**src/sv/sidac_pkg.sv**
```systemverilog
`timescale 1ns / 1ps
// ----------------------------------------------------------------------------
// sidac_pkg
// Shared types, constants and helper functions for the signed integer to
// decimal ASCII converter.
// ----------------------------------------------------------------------------
package sidac_pkg;

  // Width of the incoming two's complement value.
  localparam int VALUE_W    = 32;
  // Decimal digits needed for the largest magnitude (2147483648).
  localparam int NUM_DIGITS = 10;
  localparam int BCD_W      = 4 * NUM_DIGITS;
  localparam int BIT_CNT_W  = $clog2(VALUE_W);
  localparam int DIG_CNT_W  = $clog2(NUM_DIGITS + 1);

  // ASCII codes used on the character port.
  localparam logic [7:0] CHAR_ZERO  = 8'd48;
  localparam logic [7:0] CHAR_NINE  = 8'd57;
  localparam logic [7:0] CHAR_MINUS = 8'd45;

  // Sequencer states.
  typedef enum logic [2:0] {
    ST_IDLE,
    ST_CONVERT,
    ST_SIGN,
    ST_SCAN,
    ST_EMIT
  } state_t;

  // One double-dabble correction: every BCD digit of 5 or more gets 3 added,
  // so that the following left shift carries into the next digit correctly.
  function automatic logic [BCD_W-1:0] dabble_adjust(input logic [BCD_W-1:0] bcd);
    logic [BCD_W-1:0] res;
    logic [3:0]       dig;
    res = bcd;
    for (int i = 0; i < NUM_DIGITS; i++) begin
      dig = bcd[4*i +: 4];
      if (dig >= 4'd5) begin
        res[4*i +: 4] = dig + 4'd3;
      end
    end
    return res;
  endfunction

endpackage

```
**src/sv/signed_int_to_decimal_ascii.sv**
```systemverilog
`timescale 1ns / 1ps
// ----------------------------------------------------------------------------
// signed_int_to_decimal_ascii
// Converts a signed 32-bit integer into its decimal ASCII text, most
// significant character first, with a leading '-' for negative values.
// ----------------------------------------------------------------------------
//
//  Channel   Ports                         Handshake
//  --------  ----------------------------  ------------------------------------
//  request   value[31:0]                   taken when start && !busy
//  result    character[7:0], last          one cycle each, marked by valid
//
//  A request keeps busy high through bit-serial double dabble (one magnitude
//  bit per cycle into a 10-digit BCD shift register), a sign step for a
//  negative value, then a walk over the BCD digits one per cycle, dropping
//  leading zeros and sending the rest.
//  Results leave through an output register in the cycle after they are formed,
//  so a new request may be taken while the final character is still shown.
//  Reset (synchronous, active high) returns the sequencer to idle and drops
//  valid. The receiver cannot stall the result stream.
// ----------------------------------------------------------------------------
module signed_int_to_decimal_ascii
  import sidac_pkg::*;
(
  input  logic                clk,
  input  logic                rst,
  input  logic                start,
  input  logic [VALUE_W-1:0]  value,
  output logic                busy,
  output logic                valid,
  output logic [7:0]          character,
  output logic                last
);

  state_t               state, state_next;
  logic [VALUE_W-1:0]   mag;
  logic [BCD_W-1:0]     bcd;
  logic [BCD_W-1:0]     bcd_adj;
  logic [BIT_CNT_W-1:0] bit_cnt;
  logic [DIG_CNT_W-1:0] dig_cnt;
  logic                 negative;

  logic                 valid_next;
  logic [7:0]           character_next;
  logic                 last_next;

  logic [3:0]           top_digit;
  logic                 top_zero;
  logic                 final_digit;
  logic                 accept;

  assign accept      = start && !busy;
  assign top_digit   = bcd[BCD_W-1 -: 4];
  assign top_zero    = (top_digit == 4'd0);
  assign final_digit = (dig_cnt == DIG_CNT_W'(1));

  // BCD digits after the add-3 correction, ready for the next shift.
  assign bcd_adj = dabble_adjust(bcd);

  // Busy whenever a request is being worked on.
  assign busy = (state != ST_IDLE);

  // Next-state logic.
  always_comb begin
    state_next = state;
    case (state)
      ST_IDLE: begin
        if (start) begin
          state_next = ST_CONVERT;
        end
      end
      ST_CONVERT: begin
        if (bit_cnt == BIT_CNT_W'(VALUE_W - 1)) begin
          state_next = negative ? ST_SIGN : ST_SCAN;
        end
      end
      ST_SIGN: begin
        state_next = ST_SCAN;
      end
      ST_SCAN: begin
        if (!top_zero || final_digit) begin
          state_next = final_digit ? ST_IDLE : ST_EMIT;
        end
      end
      ST_EMIT: begin
        if (final_digit) begin
          state_next = ST_IDLE;
        end
      end
      default: begin
        state_next = ST_IDLE;
      end
    endcase
  end

  // Result logic: what goes into the output register this cycle.
  always_comb begin
    valid_next     = 1'b0;
    character_next = CHAR_ZERO + {4'd0, top_digit};
    last_next      = 1'b0;
    case (state)
      ST_SIGN: begin
        valid_next     = 1'b1;
        character_next = CHAR_MINUS;
      end
      ST_SCAN: begin
        valid_next = !top_zero || final_digit;
        last_next  = final_digit;
      end
      ST_EMIT: begin
        valid_next = 1'b1;
        last_next  = final_digit;
      end
      default: begin
        valid_next = 1'b0;
      end
    endcase
  end

  // Control registers.
  always_ff @(posedge clk) begin
    if (rst) begin
      state <= ST_IDLE;
      valid <= 1'b0;
    end else begin
      state <= state_next;
      valid <= valid_next;
    end
  end

  // Output payload register.
  always_ff @(posedge clk) begin
    character <= character_next;
    last      <= last_next;
  end

  // Datapath: magnitude and BCD shift registers with their counters.
  always_ff @(posedge clk) begin
    case (state)
      ST_IDLE: begin
        if (accept) begin
          negative <= value[VALUE_W-1];
          mag      <= value[VALUE_W-1] ? (VALUE_W'(0) - value) : value;
          bcd      <= '0;
          bit_cnt  <= '0;
          dig_cnt  <= DIG_CNT_W'(NUM_DIGITS);
        end
      end
      ST_CONVERT: begin
        bcd     <= {bcd_adj[BCD_W-2:0], mag[VALUE_W-1]};
        mag     <= {mag[VALUE_W-2:0], 1'b0};
        bit_cnt <= bit_cnt + BIT_CNT_W'(1);
      end
      ST_SCAN, ST_EMIT: begin
        bcd     <= {bcd[BCD_W-5:0], 4'd0};
        dig_cnt <= dig_cnt - DIG_CNT_W'(1);
      end
      default: begin
        bcd <= bcd;
      end
    endcase
  end

`ifndef SYNTHESIS
  // Every character sent is a minus sign or a decimal digit.
  a_char_range: assert property (@(posedge clk) disable iff (rst)
    valid |-> (character == CHAR_MINUS) ||
              ((character >= CHAR_ZERO) && (character <= CHAR_NINE)))
    else $error("character outside '-' and '0'..'9'");

  // The sign is never the final character.
  a_sign_not_last: assert property (@(posedge clk) disable iff (rst)
    valid && (character == CHAR_MINUS) |-> !last)
    else $error("minus sign flagged as last");

  // A taken request makes the block busy and shows no result the next cycle.
  a_accept_busy: assert property (@(posedge clk) disable iff (rst)
    start && !busy |=> busy && !valid)
    else $error("request taken without entering conversion");

  // All ten digit slots are still pending while the conversion runs.
  a_digits_pending: assert property (@(posedge clk) disable iff (rst)
    (state == ST_CONVERT) |-> (dig_cnt == DIG_CNT_W'(NUM_DIGITS)))
    else $error("digit count disturbed during conversion");
`endif

endmodule

```
**config.mk**
```make
export PLATFORM = sky130hd
export DESIGN_NAME = signed_int_to_decimal_ascii
export DESIGN_NICKNAME = d
export VERILOG_FILES = /design/src/sv/sidac_pkg.sv /design/src/sv/signed_int_to_decimal_ascii.sv
export SDC_FILE = /design/constraint.sdc
export NUM_CORES = 1
export LEC_CHECK = 0
export BUFFER_PORTS_ARGS = -buffer_cell sky130_fd_sc_hd__clkbuf_2
export CORE_MARGIN = 1
export CORE_UTILIZATION = 45
export CTS_CLUSTER_SIZE = 20
export DETAILED_ROUTE_END_ITERATION = 6
export GPL_TIMING_DRIVEN = 0
export HOLD_SLACK_MARGIN = 0.03
export PLACE_DENSITY_LB_ADDON = 0.3
export SLEW_MARGIN = 20
export SYNTH_ARGS = -nofsm -noshare
export SYNTH_HDL_FRONTEND = slang
export SYNTH_SLANG_ARGS = --single-unit
```
**constraint.sdc**
```tcl
create_clock -name clk -period 4.64 [get_ports clk]
set_input_delay 0.232 -clock clk [delete_from_list [all_inputs] [get_ports clk]]
set_output_delay 0.232 -clock clk [all_outputs]
set_load 0.01 [all_outputs]
```
After elaboration in Yosys (flattened, before gate mapping)
Index checks and enable logic that the tools add are counted.
Word-level totals
  flip-flop bits (word level): 95
  bits of input ports: 35
  output and inout port bits: 11
  logic and storage cells: 88
Cells by class
  add/sub/neg operators: 14
  magnitude comparators: 10
  equality and inequality tests: 11
  muxes and demuxes: 27
  reductions and logical operators: 17
Operators with widths (number)
  $pmux W40 S3: 1
  $mux W32: 2
  $pmux W32 S2: 1
  $ge A4 B3 Y1 const B: 10
  $mux W4: 10
  $mux W40: 1
  $add A4 B2 Y4 const B: 9
  $sub A1 B32 Y32 const A: 1
  $mux W3: 6
  $pmux W3 S5: 1
  $ne A2 B2 Y1 const B: 5
  $pmux W5 S2: 1
  $pmux W4 S2: 1
  $reduce_and A2 Y1: 4
  $add A6 B4 Y7 const A: 1
  $eq A3 B2 Y1 const B: 2
  $reduce_bool A3 Y1: 2
  $add A5 B1 Y5 const B: 1
  $eq A5 B5 Y1 const B: 1
  $mux W5: 1
  $eq A4 B1 Y1 const B: 1
  $logic_not A4 Y1: 1
  $reduce_and A4 Y1: 1
  $reduce_bool A2 Y1: 2
  other kinds (11): 13

Logic depth before layout (Yosys ltp)
Gate-level depths: netlist (run 1).
  depth in word-level cells: 5
  depth in mapped cells: 7
  depth with buffers taken out: 7

Worst setup path after synthesis (run 1)
No wires, ideal clock.
  path type: flip-flop to flip-flop
  start point: reg state[0]
  end point: reg bcd[0], enable pin
  arrival: 2.798 ns
  required time: 4.185 ns
  path slack: 1.388 ns
  cell stages (with the launch flop): 3
  path buffers: 1
  period minus slack after synthesis: 3.252 ns
  path through: dfxtp_1 -> clkbuf_1 -> mux2i_1
On the way
  word-level cells in the longest chain between the ends: 5
  elaborated cells between the ends (all ways): 11
RTL lines
  from (decl): RTL line signed_int_to_decimal_ascii.sv:35  | state_t state, state_next;
  from (signal assigned): RTL line signed_int_to_decimal_ascii.sv:126  | state <= state_next;
  $reduce_bool A3 Y1: RTL line signed_int_to_decimal_ascii.sv:61  | assign busy = (state != ST_IDLE);
  $logic_not A1 Y1: RTL line signed_int_to_decimal_ascii.sv:52  | assign accept = start && !busy;
  $logic_and A1 B1 Y1: RTL line signed_int_to_decimal_ascii.sv:52
  $ne A2 B2 Y1 (no line)
  $reduce_and A2 Y1 (no line) (*)
  to (signal assigned): RTL line signed_int_to_decimal_ascii.sv:150  | bcd <= {bcd_adj[BCD_W-2:0], mag[VALUE_W-1]};
  to (signal assigned): RTL line signed_int_to_decimal_ascii.sv:155  | bcd <= {bcd[BCD_W-5:0], 4'd0};
  to (decl): RTL line signed_int_to_decimal_ascii.sv:37  | logic [BCD_W-1:0] bcd;
Every way passes the cells marked *; elsewhere a longest branch is shown, timed or not.
A chain may end at the register's enable or synchronous reset.

Final worst setup path (run 1)
  start point: reg state[1]
  end point: reg mag[13], enable pin
On the way
  word-level cells in the longest chain between the ends: 5
  elaborated cells between the ends (all ways): 8
RTL lines
  $reduce_bool A3 Y1: RTL line signed_int_to_decimal_ascii.sv:61
  $logic_not A1 Y1: RTL line signed_int_to_decimal_ascii.sv:52
  $logic_and A1 B1 Y1: RTL line signed_int_to_decimal_ascii.sv:52
  $ne A2 B2 Y1 (no line)
  $reduce_and A2 Y1 (no line) (*)
  to (signal assigned): RTL line signed_int_to_decimal_ascii.sv:143  | mag <= value[VALUE_W-1] ? (VALUE_W'(0) - value) : value;
  to (signal assigned): RTL line signed_int_to_decimal_ascii.sv:151  | mag <= {mag[VALUE_W-2:0], 1'b0};
  to (decl): RTL line signed_int_to_decimal_ascii.sv:36  | logic [VALUE_W-1:0] mag;
Marks and branches as above.

==> results.py, run 1 <==
metrics = {
    "status": {
        "outcome": "complete, but fails checks",
        "failed_checks": "DRC",
    },
    "global_route": {
        "grt_max_degree": 34,
        "grt_pass1_wl_um": 19800,
        "grt_pass1_vias": 4186,
        "antenna_found_initial": 0,
        "grtUsageTotal_pct": 19.9,
        "overflow": 0,
    },
    "setup_path": {
        "critPathLaunch": "state[1]$_SDFFE_PP0P_",
        "crit_end": "mag[13]$_DFFE_PP_",
        "crit_fanout": 33,
        "required_ns": 4.67,
        "rr_endpoint": "mag[13]$_DFFE_PP_",
        "rrSetupSlack_ns": 2.21,
        "reg2reg_depth": 6,
        "path_class": "reg -> reg",
        "crit_arrival_ns": 2.46,
        "crit_path_end_kind": "flip-flop",
        "regToRegStartpoint": "state[1]$_SDFFE_PP0P_",
        "critPathLaunchType": "flip-flop",
    },
    "logic_synthesis": {
        "syn_area_um2": 5410,
        "synth-seq-area-share_pct": 49.2,
        "synth_edf_count": 82,
        "ys_async_sr_fraction_pct": 0,
        "ys_warn_count": 0,
        "synth_area_per_cell_um2": 9.96,
        "synth_cell_type_count": 46,
        "syn_inst": 543,
        "ys.flop_type": "edfxtp_1",
        "synth_seq_cells": 92,
    },
    "die": {
        "ioPinCount": 46,
        "dieArea_um2": 12500,
        "core_um2": 11600,
        "dieWidth_um": 112,
        "rows": 39,
        "start_util_pct": 46.7,
        "die_y_um": 112,
    },
    "route": {
        "ant_nets": 0,
        "routedWlPerCell_um": 15.9,
        "vias": 4263,
        "wl_um": 11900,
        "first_iter_violations": 229,
        "drcViolationCount": 4,
        "vias_per_cell": 5.70,
        "first_pass_iters": 7,
    },
    "timing": {
        "drv_slew": 0,
        "slew_headroom_pct": 28.9,
        "worst_pin_slew_ns": 1.07,
        "fmax_mhz": 412,
        "clock_skew_ns": 0.00769,
        "hold_viol": 0,
        "rsz0062_at_grt": "false",
        "fin_crit_sh_pct": 52.3,
        "fin_tns_setup_ns": 0,
        "min_period_ns": 2.43,
        "setup_viol": 0,
    },
    "clocking": {
        "cts_buffer_depth": 2,
        "htree_num_levels": 3,
        "cts-resized-gates": 0,
        "cts-buffers-inserted": 9,
        "cts-root-buf": "clkbuf_16",
        "cts.sinks": 92,
        "clk_pin_slew_ns": 0.06,
        "post-cts-setup-buffer-count": 0,
        "cts_tree": "built",
        "clock_latency_ns": 0.34,
        "postCtsHoldBufs": 0,
    },
    "layout": {
        "syn_to_final_growth_pct": 14.9,
        "fin_area_um2": 6210,
        "register_area_um2": 2660,
        "drive_gt1_share_pct": 12.4,
        "finalNetCount": 661,
        "fillers": 1023,
        "n_antenna_cell": 0,
        "multi_input_area_um2": 2550,
        "utilization_pct": 53.7,
    },
    "power": {
        "p_comb_share_pct": 16.9,
        "power_density_nw_per_um2": 372,
        "p_sw_uw": 600,
        "power_uw": 2310,
        "p_int_uw": 1710,
        "power.share.clock_pct": 36.3,
        "total_leakage_power_uw": 0.00234,
        "swShare_pct": 26.0,
        "vdd_drop_max_mv": 0.165,
        "share_seq_of_total_power_pct": 46.8,
    },
    "job": {
        "maxCapViolCount": 0,
    },
    "worst_hold_path": {
        "hp-class": "in -> reg",
    },
    "placement": {
        "dpl_cell_area_um2": 5880,
        "dp_hpwl_um": 8500,
        "portBuffers": 42,
        "gp_congestion": 0.883,
    },
}
-- worst min-delay path by stage --
stage	from	to	slack [ns]	depth (start not counted)
floorplan	rst	valid$_SDFF_PP0_	0.30	1
global placement	rst	valid$_SDFF_PP0_	0.46	2
detailed placement	rst	valid$_SDFF_PP0_	0.46	2
CTS	rst	valid$_SDFF_PP0_	0.1	2
global route	rst	valid$_SDFF_PP0_	0.12	2
finish	rst	valid$_SDFF_PP0_	0.11	2
-- final cells by class --
type / count / share of cell area [%]
tap: 143 / 2.88
clock inverter: 4 / 1.57
inverter: 28 / 1.69
clock buffer: 12 / 3.81
multi-input combinational: 400 / 41.1
timing repair buffer: 45 / 4.39
sequential: 92 / 42.9
buffer: 24 / 1.71
-- critical path: stages (launching register included) --
cell	delay, ns
dfxtp_1	0.29
buf_2	0.15
or3b_2	0.52
clkbuf_1	0.30
buf_1	0.35
nand2_2	0.24
buf_12	0.23
-- stage by stage --
stage	hold slack, ns	instances	setup slack, ns
2_1_floorplan	0.304	544	1.39
3_3_place_gp	0.458	729	0.419
3_5_place_dp	0.458	732	2.21
4_1_cts	0.0974	748	2.20
5_1_grt	0.122	748	2.09
6_report	0.113	748	2.21
-- layout by cell type (no fill, tap or decap), types with 5 or more instances in the layout --
cell type	n
clkbuf_1	19
inv_1	28
nand2b_1	11
a22oi_1	5
o22ai_1	11
a22o_1	10
nand4_1	7
nand3_1	7
a21oi_1	41
clkbuf_16	9
xor2_1	22
nor4_1	6
nand2_1	51
dfxtp_1	10
nor3_1	7
ha_1	26
edfxtp_1	82
o31ai_1	10
clkbuf_2	42
nor3b_1	17
xnor2_1	21
nor2_1	43
o21ai_0	56
-- logic make-up (layout without fill, tap and decap cells) --
family	count (synthesis)	after routing	synth area share [%]
multiplexers	2	2	0.370
buffers and inverters	52	113	3.91
adder cells (fa/ha/maj)	26	26	6.02
AND/OR/NAND/NOR	177	177	16.9
flip-flops	92	92	49.2
other	2	3	0.139
AO/OA/AOI/OAI	149	149	16.4
XOR/XNOR	43	43	6.97
-- per-layer routing --
metal / vias up / wire (µm) / GRT usage (%) / share of wire (%)
met3: 18 / 656 / 3.81 / 5.5
li1: 2098 / - / - / -
met1: 2007 / 5310 / 25.1 / 45
met2: 140 / 5790 / 33.7 / 49
met5: - / 0 / 0 / 0
met4: 0 / 149 / 7.66 / 1.3
-- cells in the mapped netlist (4+ instances only) --
| cell | number | area [µm²] |
|---|---|---|
| a21oi_1 | 41 | 205 |
| a22o_1 | 10 | 87.6 |
| a22oi_1 | 5 | 37.5 |
| and3_1 | 4 | 25.0 |
| buf_2 | 4 | 20.0 |
| clkbuf_1 | 16 | 60.1 |
| dfxtp_1 | 10 | 200 |
| edfxtp_1 | 82 | 2460 |
| ha_1 | 26 | 325 |
| inv_1 | 28 | 105 |
| nand2_1 | 52 | 195 |
| nand2b_1 | 11 | 68.8 |
| nand3_1 | 7 | 35.0 |
| nand4_1 | 7 | 43.8 |
| nor2_1 | 43 | 161 |
| nor2b_1 | 4 | 25.0 |
| nor3_1 | 7 | 35.0 |
| nor3b_1 | 17 | 128 |
| nor4_1 | 6 | 37.5 |
| o21ai_0 | 56 | 280 |
| o22ai_1 | 11 | 68.8 |
| o31ai_1 | 10 | 75.1 |
| xnor2_1 | 21 | 184 |
| xor2_1 | 22 | 193 |
-- power groups by stage --
| stage | registers (µW) | logic (µW) | clock network (µW) |
|---|---|---|---|
| after global placement | 1100 | 361 | 0 |
| after global routing | 1090 | 444 | 873 |
| after CTS | 1080 | 390 | 846 |
| after detailed placement | 1100 | 388 | 0 |
| after floorplan | 1080 | 271 | 0 |
| final | 1080 | 391 | 837 |
-- state kept, by name (all words and copies together) (netlist names) --
register	cells
dig_cnt	4
last	1
bcd	40
mag	32
state	3
bit_cnt	5
valid	1
character	5
negative	1
No activity file was read; power rests on OpenSTA's default activity.
==> run 2, diff against run 1 <==
==> constraint.sdc (replaced) <==
create_clock -name clk -period 2.4 [get_ports clk]
set_input_delay 0.12 -clock clk [delete_from_list [all_inputs] [get_ports clk]]
set_output_delay 0.12 -clock clk [all_outputs]
set_load 0.01 [all_outputs]
==> results.py, run 2 (synthesis results as in run 1) <==
metrics = {
    "setup_path": {
        "path_class": "reg -> reg",
        "required_ns": 2.42,
        "rrSetupSlack_ns": 0.18,
        "max_stage_delay_ns": 0.52,
        "crit_path_frequent_cell": "buf_2",
        "regToRegStartpoint": "state[1]$_SDFFE_PP0P_",
        "crit_fanout": 37,
        "crit_chain": "buf_2 -> or3b_2 -> clkbuf_1 -> buf_2 -> nand2_8",
        "critPathTopFamily": "buffers and inverters",
        "crit_arrival_ns": 2.23,
        "crit_path_end_kind": "flip-flop",
        "cp_slowest_cell": "or3b_2",
        "critPathLaunchType": "flip-flop",
        "reg2reg_depth": 5,
        "rr_endpoint": "mag[18]$_DFFE_PP_",
        "critPathBufInv": 3,
    },
    "die": {
        "start_util_pct": 46.7,
        "dieArea_um2": 12500,
        "ioPinCount": 46,
        "rows": 39,
        "core_um2": 11600,
        "dieWidth_um": 112,
        "die_y_um": 112,
    },
    "placement": {
        "portBuffers": 42,
        "gp_congestion": 0.895,
        "dp_hpwl_um": 8630,
    },
    "route": {
        "first_pass_iters": 6,
        "vias": 4218,
        "drcViolationCount": 4,
        "first_iter_violations": 233,
        "ant_nets": 0,
        "wl_um": 12000,
        "vias_per_cell": 5.62,
        "routedWlPerCell_um": 15.9,
    },
    "layout": {
        "finalNetCount": 664,
        "reg_top3": "bcd: 40 flops, mag: 32 flops",
        "drive_gt1_share_pct": 13.2,
        "register_area_um2": 2660,
        "regMostFlops": "bcd",
        "final_cell_mix": "edfxtp_1 (82), o21ai_0 (56), nand2_1 (51), nor2_1 (43), clkbuf_2 (42)",
        "largest_reg_flops": 40,
        "syn_to_final_growth_pct": 14.3,
        "final_common_cell": "edfxtp_1",
        "multi_input_area_um2": 2570,
        "fillers": 1032,
        "n_antenna_cell": 0,
        "utilization_pct": 53.4,
    },
    "status": {
        "failed_checks": "DRC",
        "outcome": "complete, but fails checks",
    },
    "timing": {
        "fin_crit_sh_pct": 92.3,
        "rsz0062_at_grt": "false",
        "hold_viol": 0,
        "min_period_ns": 2.22,
        "fmax_mhz": 451,
        "clock_skew_ns": 0.00602,
        "setup_viol": 0,
        "slew_headroom_pct": 53.6,
        "worst_pin_slew_ns": 0.696,
        "fin_tns_setup_ns": 0,
        "drv_slew": 0,
    },
    "clocking": {
        "cts_buffer_depth": 2,
        "cts-buffers-inserted": 9,
        "clk_pin_slew_ns": 0.07,
        "htree_num_levels": 3,
        "cts-root-buf": "clkbuf_16",
        "clock_latency_ns": 0.34,
        "cts_tree": "built",
        "cts.sinks": 92,
    },
    "global_route": {
        "grt_pass1_wl_um": 19900,
        "antenna_found_initial": 0,
        "grt_max_degree": 38,
        "grt_pass1_vias": 4247,
        "overflow": 0,
        "grtUsageTotal_pct": 20.1,
    },
    "power": {
        "power_density_nw_per_um2": 677,
        "vdd_drop_max_mv": 0.338,
        "total_leakage_power_uw": 0.00233,
    },
    "worst_hold_path": {
        "hold_start": "value[0]",
        "min_to": "mag[0]$_SDFFCE_PP0P_",
        "hp-class": "in -> reg",
        "worstHoldPathCells": 3,
    },
    "job": {
        "maxCapViolCount": 0,
    },
}
-- run 2: area by class of cell --
type,instances,area share (%)
Tap cell,143,2.90
Buffer,24,1.74
Inverter,28,1.70
Clock inverter,5,0.567
Timing Repair Buffer,48,4.46
Sequential cell,92,43.1
Clock buffer,11,3.93
Multi-Input combinational cell,400,41.6
-- run 2: worst min-delay path: stages --
cell      delay [ns]
clkbuf_2        0.10
inv_1           0.06
nor2_1          0.10
-- run 2: worst max-delay path by stage --
stage / slack [ns] / from / cells past startpoint / to
after floorplan: 0.20 / state[1]$_SDFFE_PP0P_ / 5 / bit_cnt[0]$_SDFFCE_PN0P_
after global placement: -0.33 / state[1]$_SDFFE_PP0P_ / 5 / mag[13]$_DFFE_PP_
after detailed placement: -0.38 / state[1]$_SDFFE_PP0P_ / 5 / mag[18]$_DFFE_PP_
after CTS: 0.05 / state[1]$_SDFFE_PP0P_ / 6 / dig_cnt[1]$_SDFFCE_PP1P_
after global routing: 0.05 / state[1]$_SDFFE_PP0P_ / 7 / bcd[4]$_DFFE_PP_
final: 0.18 / state[1]$_SDFFE_PP0P_ / 5 / mag[18]$_DFFE_PP_
-- run 2: what timing repair did --
item,4_1_cts,5_1_grt
resized for setup,3,1
hold buffers,2,0
buffers inserted,0,2
setup endpoints to repair,37,25
hold endpoints to repair,4,0
-- run 2: metal layers --
metal	track usage, %	routed length (µm)
met4	7.21	137
met5	0	0
met1	25.6	5520
met3	4.19	582
met2	34.0	5720
-- run 2: report_power, final --
| part | internal (µW) | total (µW) | leakage, µW | switching (µW) |
|---|---|---|---|---|
| registers | 1970 | 2090 | 0.000924 | 119 |
| logic | 309 | 757 | 0.00127 | 447 |
| clock network | 734 | 1340 | 0.000140 | 602 |
-- run 2: metrics by stage --
stage                     power, µW  setup WS [ns]  area [µm²]  hold slack (ns)  std cells
after global routing           4380         0.0500        6180            0.192        751
after detailed placement       2870         -0.377        5840            0.359        731
after global placement         2820         -0.335        5810            0.350        729
after CTS                      4200         0.0481        6160            0.165        749
after floorplan                2620          0.202        5430            0.192        544
final                          4180          0.184        6180            0.168        751
==> run 3, diff against run 2 <==
--- a/config.mk
+++ b/config.mk
@@ -8,6 +8,7 @@
 export BUFFER_PORTS_ARGS = -buffer_cell sky130_fd_sc_hd__clkbuf_2
 export CORE_MARGIN = 1
 export CORE_UTILIZATION = 45
+export CTS_BUF_LIST = sky130_fd_sc_hd__clkbuf_8
 export CTS_CLUSTER_SIZE = 20
 export DETAILED_ROUTE_END_ITERATION = 6
 export GPL_TIMING_DRIVEN = 0
==> results.py, run 3 (synthesis results as in run 1) <==
metrics = {
    "die": {
        "core_um2": 11600,
        "start_util_pct": 46.7,
        "dieWidth_um": 112,
        "rows": 39,
        "ioPinCount": 46,
        "die_y_um": 112,
        "dieArea_um2": 12500,
    },
    "route": {
        "vias_per_cell": 5.65,
        "wl_um": 11900,
        "first_pass_iters": 7,
        "ant_nets": 0,
        "vias": 4249,
        "first_iter_violations": 225,
        "routedWlPerCell_um": 15.9,
        "drcViolationCount": 4,
    },
    "setup_path": {
        "path_class": "reg -> reg",
        "crit_path_end_kind": "flip-flop",
        "crit_fanout": 37,
        "crit_arrival_ns": 2.27,
        "critPathBufInv": 3,
        "crit_path_frequent_cell": "buf_2",
        "critPathTopFamily": "buffers and inverters",
        "max_stage_delay_ns": 0.52,
        "critPathLaunchType": "flip-flop",
        "cp_slowest_cell": "or3b_2",
        "crit_chain": "buf_2 -> or3b_2 -> clkbuf_1 -> buf_2 -> nand2_8",
        "required_ns": 2.44,
        "regToRegStartpoint": "state[1]$_SDFFE_PP0P_",
        "critPathLaunch": "state[1]$_SDFFE_PP0P_",
    },
    "layout": {
        "syn_to_final_growth_pct": 12.5,
        "n_antenna_cell": 0,
        "final_common_cell": "edfxtp_1",
        "final_cell_mix": "edfxtp_1 (82), o21ai_0 (56), nand2_1 (51), nor2_1 (43), clkbuf_2 (42)",
        "regMostFlops": "bcd",
        "utilization_pct": 52.6,
        "fillers": 1042,
        "largest_reg_flops": 40,
        "finalNetCount": 665,
        "reg_top3": "bcd: 40 flops, mag: 32 flops",
        "drive_gt1_share_pct": 13.3,
    },
    "global_route": {
        "grt_pass1_wl_um": 19900,
        "grt_pass1_vias": 4229,
        "grtUsageTotal_pct": 20.2,
        "antenna_found_initial": 0,
        "overflow": 0,
        "grt_max_degree": 38,
    },
    "timing": {
        "slew_headroom_pct": 53.2,
        "worst_pin_slew_ns": 0.703,
        "clock_skew_ns": 0.00984,
        "hold_viol": 0,
        "setup_viol": 0,
        "fin_crit_sh_pct": 92.8,
        "min_period_ns": 2.23,
        "rsz0062_at_grt": "false",
        "drv_slew": 0,
        "hold_ws_ns": 0.142,
        "fmax_mhz": 449,
    },
    "clocking": {
        "cts-buffers-inserted": 9,
        "cts_tree": "built",
        "cts.sinks": 92,
        "cts_buffer_depth": 2,
        "htree_num_levels": 3,
        "clk_pin_slew_ns": 0.09,
        "cts-root-buf": "clkbuf_8",
        "clock_latency_ns": 0.37,
    },
    "placement": {
        "portBuffers": 42,
        "gp_congestion": 0.895,
        "dp_hpwl_um": 8630,
    },
    "status": {
        "outcome": "complete, but fails checks",
        "failed_checks": "DRC",
    },
    "power": {
        "vdd_drop_max_mv": 0.313,
        "power_uw": 3810,
        "total_leakage_power_uw": 0.00230,
        "power_density_nw_per_um2": 626,
    },
    "worst_hold_path": {
        "hp-class": "in -> reg",
        "hold_start": "value[0]",
    },
    "job": {
        "maxCapViolCount": 0,
    },
}
-- run 3: per-layer routing --
layer / part of all wire, % / global-route usage, % / vias up / routed length (µm)
met1: 46 / 25.8 / 2016 / 5500
met5: 0 / 0 / - / 0
met3: 5.0 / 4.68 / 15 / 597
li1: - / - / 2106 / -
met4: 1.1 / 6.67 / 0 / 137
met2: 48 / 33.7 / 112 / 5690
-- run 3: what timing repair did --
| action | 4_1_cts | 5_1_grt |
|---|---|---|
| setup buffers | 0 | 3 |
| gates resized for setup | 3 | 1 |
| hold buffers | 2 | 0 |
| endpoints found under the hold margin | 4 | 0 |
| endpoints found under the setup margin | 37 | 25 |
-- run 3: final timing paths --
kind                                        endpoint  slack [ns]  depth (start not counted)
worst max-delay path               mag[18]$_DFFE_PP_        0.17                          5
worst max register to register     mag[18]$_DFFE_PP_        0.17                          5
worst min register to register     mag[31]$_DFFE_PP_        0.53                          2
worst min-delay path            mag[0]$_SDFFCE_PP0P_        0.14                          3
-- run 3: worst min-delay path, stage by stage --
cell and delay, ns:
clkbuf_2 0.10, inv_1 0.06, nor2_1 0.10
-- run 3: through the flow --
step           area (µm²)  setup TNS (ns)  worst slack, ns  std cells
3_3_place_gp         5810          -18.16           -0.335        729
5_1_grt              6080               0           0.0288        752
2_1_floorplan        5430               0            0.202        544
4_1_cts              6060               0           0.0450        749
3_5_place_dp         5840          -13.84           -0.377        731
6_report             6080               0            0.174        752
-- run 3: area by class of cell --
cell class,count,area (µm²),area share [%]
plain buffers,24,108,1.77
clock buffers,10,138,2.26
clock inverters,6,38.8,0.638
inverters,28,105,1.73
multi-input cells,400,2570,42.2
flip-flops and latches,92,2660,43.8
well taps,143,179,2.94
repair buffers,49,283,4.65
-- run 3: where the power goes --
| group | total (µW) | internal, µW | leakage [µW] | switching (µW) |
|---|---|---|---|---|
| clock network | 965 | 405 | 0.0000983 | 560 |
| logic | 757 | 310 | 0.00127 | 446 |
| registers | 2090 | 1970 | 0.000924 | 118 |
